<file path="config.mk">
export PLATFORM = sky130hd
export DESIGN_NAME = taab_row_bound
export DESIGN_NICKNAME = d
export VERILOG_FILES = /design/src/rtl/taab_pkg.sv /design/src/rtl/taab_row_bound.sv
export SDC_FILE = /design/constraint.sdc
export NUM_CORES = 2
export LEC_CHECK = 0
export ABC_AREA = 1
export BUFFER_PORTS_ARGS = -buffer_cell sky130_fd_sc_hd__clkbuf_2
export CAP_MARGIN = 15
export CORE_AREA = 2 2 313 315
export DETAILED_ROUTE_END_ITERATION = 6
export DIE_AREA = 0 0 315 317
export GPL_TIMING_DRIVEN = 1
export SYNTH_ARGS = -nofsm -noshare
export SYNTH_HDL_FRONTEND = slang
export SYNTH_SLANG_ARGS = --single-unit
</file>
<file path="constraint.sdc">
create_clock -name clk -period 3.96 [get_ports clk]
set_input_delay 0.198 -clock clk [delete_from_list [all_inputs] [get_ports clk]]
set_output_delay 0.198 -clock clk [all_outputs]
set_load 0.05 [all_outputs]
</file>
<file path="src/rtl/taab_pkg.sv">
// Shared types and constants for the transformed box bounds unit.
`default_nettype none

package taab_pkg;

  typedef logic signed [31:0] q16_t;
  typedef logic signed [63:0] prod_t;

  typedef struct packed {
    q16_t row0_col0;
    q16_t row0_col1;
    q16_t row0_col2;
    q16_t row0_col3;
    q16_t row1_col0;
    q16_t row1_col1;
    q16_t row1_col2;
    q16_t row1_col3;
    q16_t row2_col0;
    q16_t row2_col1;
    q16_t row2_col2;
    q16_t row2_col3;
  } taab_in_t;

  typedef struct packed {
    q16_t world_min_x;
    q16_t world_min_y;
    q16_t world_min_z;
    q16_t world_max_x;
    q16_t world_max_y;
    q16_t world_max_z;
  } taab_out_t;

  typedef struct packed {
    q16_t min_x;
    q16_t min_y;
    q16_t min_z;
    q16_t max_x;
    q16_t max_y;
    q16_t max_z;
  } taab_box_t;

  // Products of one matrix row with both extremes of each local axis.
  typedef struct packed {
    prod_t x_lo;
    prod_t x_hi;
    prod_t y_lo;
    prod_t y_hi;
    prod_t z_lo;
    prod_t z_hi;
    q16_t  trans;
  } taab_prod_t;

  typedef enum logic [2:0] {
    REG_BOX_MIN_X = 3'd0,
    REG_BOX_MIN_Y = 3'd1,
    REG_BOX_MIN_Z = 3'd2,
    REG_BOX_MAX_X = 3'd3,
    REG_BOX_MAX_Y = 3'd4,
    REG_BOX_MAX_Z = 3'd5
  } taab_reg_t;

  localparam int LATENCY = 4;

endpackage

`default_nettype wire

</file>
<file path="src/rtl/taab_row_bound.sv">
// Per-row bound: pick term extremes, sum exactly, floor to Q16.16, add translation, saturate.
`default_nettype none

module taab_row_bound
  import taab_pkg::*;
(
  input  logic       clk,
  input  taab_prod_t prod,
  output q16_t       lo,
  output q16_t       hi
);

  typedef logic signed [65:0] sum_t;
  typedef logic signed [50:0] wide_t;

  // Corners span every combination of axis bounds, so the extreme sum is the
  // sum of per-term extremes; floor and saturation are monotonic after that.
  prod_t tmin [3];
  prod_t tmax [3];
  q16_t  trans_b;
  sum_t  smin;
  sum_t  smax;
  q16_t  trans_c;
  wide_t wmin;
  wide_t wmax;

  function automatic q16_t sat(input wide_t v);
    q16_t r;
    if (v[50:31] == {20{v[50]}}) begin
      r = v[31:0];
    end else if (v[50]) begin
      r = 32'sh8000_0000;
    end else begin
      r = 32'sh7fff_ffff;
    end
    return r;
  endfunction

  always_ff @(posedge clk) begin
    tmin[0] <= (prod.x_lo < prod.x_hi) ? prod.x_lo : prod.x_hi;
    tmax[0] <= (prod.x_lo < prod.x_hi) ? prod.x_hi : prod.x_lo;
    tmin[1] <= (prod.y_lo < prod.y_hi) ? prod.y_lo : prod.y_hi;
    tmax[1] <= (prod.y_lo < prod.y_hi) ? prod.y_hi : prod.y_lo;
    tmin[2] <= (prod.z_lo < prod.z_hi) ? prod.z_lo : prod.z_hi;
    tmax[2] <= (prod.z_lo < prod.z_hi) ? prod.z_hi : prod.z_lo;
    trans_b <= prod.trans;
  end

  always_ff @(posedge clk) begin
    smin    <= sum_t'(tmin[0]) + sum_t'(tmin[1]) + sum_t'(tmin[2]);
    smax    <= sum_t'(tmax[0]) + sum_t'(tmax[1]) + sum_t'(tmax[2]);
    trans_c <= trans_b;
  end

  // arithmetic drop of the low 16 bits is a floor
  assign wmin = wide_t'($signed(smin[65:16])) + wide_t'(trans_c);
  assign wmax = wide_t'($signed(smax[65:16])) + wide_t'(trans_c);

  always_ff @(posedge clk) begin
    lo <= sat(wmin);
    hi <= sat(wmax);
  end

endmodule

`default_nettype wire

</file>
==> impl_metrics.toml <==
[run_status]
status = "finished, violations left"
violations = "negative setup slack"

[route]
drt-initial-drc-count = 4458
dr.pass1.iters = 6
routedWlPerCell_um = 21.9
routed-via-count = 47000
wl_um = 188000
ant_nets = 0
vias_per_cell = 5.49
drc = 0

[critical_path]
path_cells = "dlygate4sd3_1 -> clkbuf_2 -> inv_1 -> ha_1 -> nand2_1 -> nor2_1 -> a211oi_1 -> o221ai_1 -> nand2_1 -> o211ai_1 -> nor2_1 -> nand2_1 -> nand2_4 -> buf_12 -> buf_12 -> nand3_1 -> nand2_1 -> dlygate4sd3_1"
crit_path_frequent_cell = "nand2_1"
arrival_ps = 4620
crit_path_start_kind = "input port"
cp_top_family = "buffers and inverters"
critical_path_buf_inv_count = 6
cp_max_fo = 27
max_stage_delay_ps = 560
cp_slowest_cell = "dlygate4sd3_1"
critPathRequiredTime_ps = 4540
critPathCaptureType = "flop"
crit_type = "in2reg"

[sta]
setup_viol = 24
fin_hold_ws_ps = 199
skew_ps = 31.9
post-route-min-period_ps = 4040
fin_crit_sh = 1.02
maxSlewHeadroom = 0.542
hold_viol = 0
max_freq_mhz = 248
tightest_slew_ps = 682
layout_setup_ws_ps = -79.1
drv_slew = 0

[layout]
syn_to_final_growth_pct = 28.2
final_layout_size_suffix_gt1_frac = 0.100
multi_input_area_um2 = 27200
final_core_util = 0.574
n_fill_cell = 9181
seqCellArea_um2 = 12300
design_area_um2 = 55300
finalNetCount = 8186

[grt]
track_usage = 0.367
grt_max_degree = 87
antenna_found_initial = 24
globalRouteOverflowTotal = 0
grt_pass1_wl_um = 275000
grt_pass1_vias = 45600

[clock_network]
cts_tree = "yes"
numCtsBuffers = 71
cts-root-buf = "clkbuf_16"
clkSinkCount = 612
clk_path_buf_depth = 3
clk_latency_ps = 660
htree_levels = 3
clk_pin_slew_ps = 60

[synth]
yosysWarnings = 0
yosys.area.top_type = "dfxtp_1"
ys.flop_type = "dfxtp_1"
synth_cell_types = 57
synth_edf_count = 0
ys_top_cells_by_area = "dfxtp_1 28%, nand2_1 14%, ha_1 12%, nand3_1 11%, inv_1 6.8%"
yosys_register_bits = 612
synth_top_area_frac = 0.284
syn_area_um2 = 43200
postSynthAreaPerCell_um2 = 6.94
async_reset_ff_frac = 0
synthCells = 6214
yosysSeqAreaShare = 0.284
syn-num-nets = 7176

[placed_design]
dp_hpwl_um = 151000
preCtsSetupSlack_ps = -81.4
portBuffers = 480
placed_cell_area_um2 = 47200
globalplace.congestion = 1.07

[floorplanning]
fp.dieH_um = 317
start_util = 0.448
core_um2 = 96300
rows = 114
die_w_um = 315
ios = 481
die-area_um2 = 99900

[min_path]
hold_path.class = "in2reg"

[power_and_ir_drop]
p_per_area_nw_per_um2 = 776
p_leak_nw = 28.4
vdd_drop_max_uv = 339

[job]
cap_violations = 0
layout by cell type (no fill, tap or decap), types with 70 or more instances in the layout:
cell type / count
nand2_1: 1589
nor2_1: 419
dfxtp_1: 612
clkbuf_2: 480
a21oi_1: 377
clkbuf_16: 74
dlygate4sd3_1: 564
nand3_1: 950
xor2_1: 103
nand4_1: 92
inv_1: 785
a31oi_1: 70
fa_1: 128
o21ai_0: 133
ha_1: 416
cell usage after synthesis, drive strengths merged (2+ instances only):
master	n
clkbuf	78
a21boi	7
o21bai	32
nor4	25
fa	128
nor3b	3
and2	11
o211a	3
a31oi	70
xor2	103
buf	100
o221ai	11
nand3	963
nor4b	2
dfxtp	612
o31ai	3
nor2	429
nand3b	11
o211ai	11
o21ai	135
ha	417
xnor2	51
o2111ai	4
o21a	31
a21o	19
clkinv	3
inv	802
nor3	44
or2	2
a21oi	380
a211oi	15
nand2	1610
nand4	92
stage by stage:
stage / total power (W) / TNS (ps) / cells
5_1_grt: 0.0456 / -366 / 8568
3_3_place_gp: 0.0351 / -247 / 7859
4_1_cts: 0.0423 / 0 / 8546
6_report: 0.0429 / -842 / 8574
2_1_floorplan: 0.0254 / 0 / 6214
3_5_place_dp: 0.0350 / -624 / 7859
power breakdown:
part	leakage (nW)	total [W]	switching [W]	internal (W)
logic	22.1	0.0274	0.0189	0.00856
clock network	1.11	0.00654	0.00271	0.00383
registers	5.16	0.00898	0.00102	0.00796
total	28.4	0.0429	0.0226	0.0203
routing by layer:
metal  vias up  global-route usage  share of wire
met1     21800               0.463           0.41
met3       464              0.0494          0.074
met2      2294               0.607           0.46
met5         -                   0        0.00015
li1      22400                   -              -
met4         6               0.205          0.061
what timing repair did:
item / in CTS / in global routing
hold buffers: 564 / 0
gates resized for setup: 0 / 16
hold endpoints to repair: 416 / 0
buffers inserted: 0 / 2
setup endpoints to repair: 0 / 164
final timing paths:
check        depth (start not counted)     endpoint  slack (ps)        start
max                                 18  tmax[0][23]         -80    prod[339]
min                                  2  trans_b[12]         200     prod[12]
max reg2reg                         18        lo[7]         250  trans_c[31]
min reg2reg                          0   trans_c[4]         330   trans_b[4]
cell type report:
class | count | share of cell area
Multi-Input combinational cell | 4621 | 0.493
Sequential cell | 612 | 0.222
Timing Repair Buffer | 1113 | 0.160
Inverter | 805 | 0.0546
Clock buffer | 106 | 0.0376
Tap cell | 1276 | 0.0289
Clock inverter | 17 | 0.00342
Antenna cell | 24 | 0.00109
flip-flops by register name, summed over array words and instances (netlist names):
name	cells
tmax	192
tmin	192
smax	50
smin	50
hi	32
lo	32
trans_b	32
trans_c	32
cell families after synthesis:
logic type,Yosys count,share of synthesized area
AOI/OAI and AO/OA,726,0.0953
xor gates and xnor gates,154,0.0313
adders and majority gates,545,0.180
buffers and inverters,983,0.0891
DFF,612,0.284
and+or+nand+nor,3194,0.320
Power figures use the tool's default switching activity.
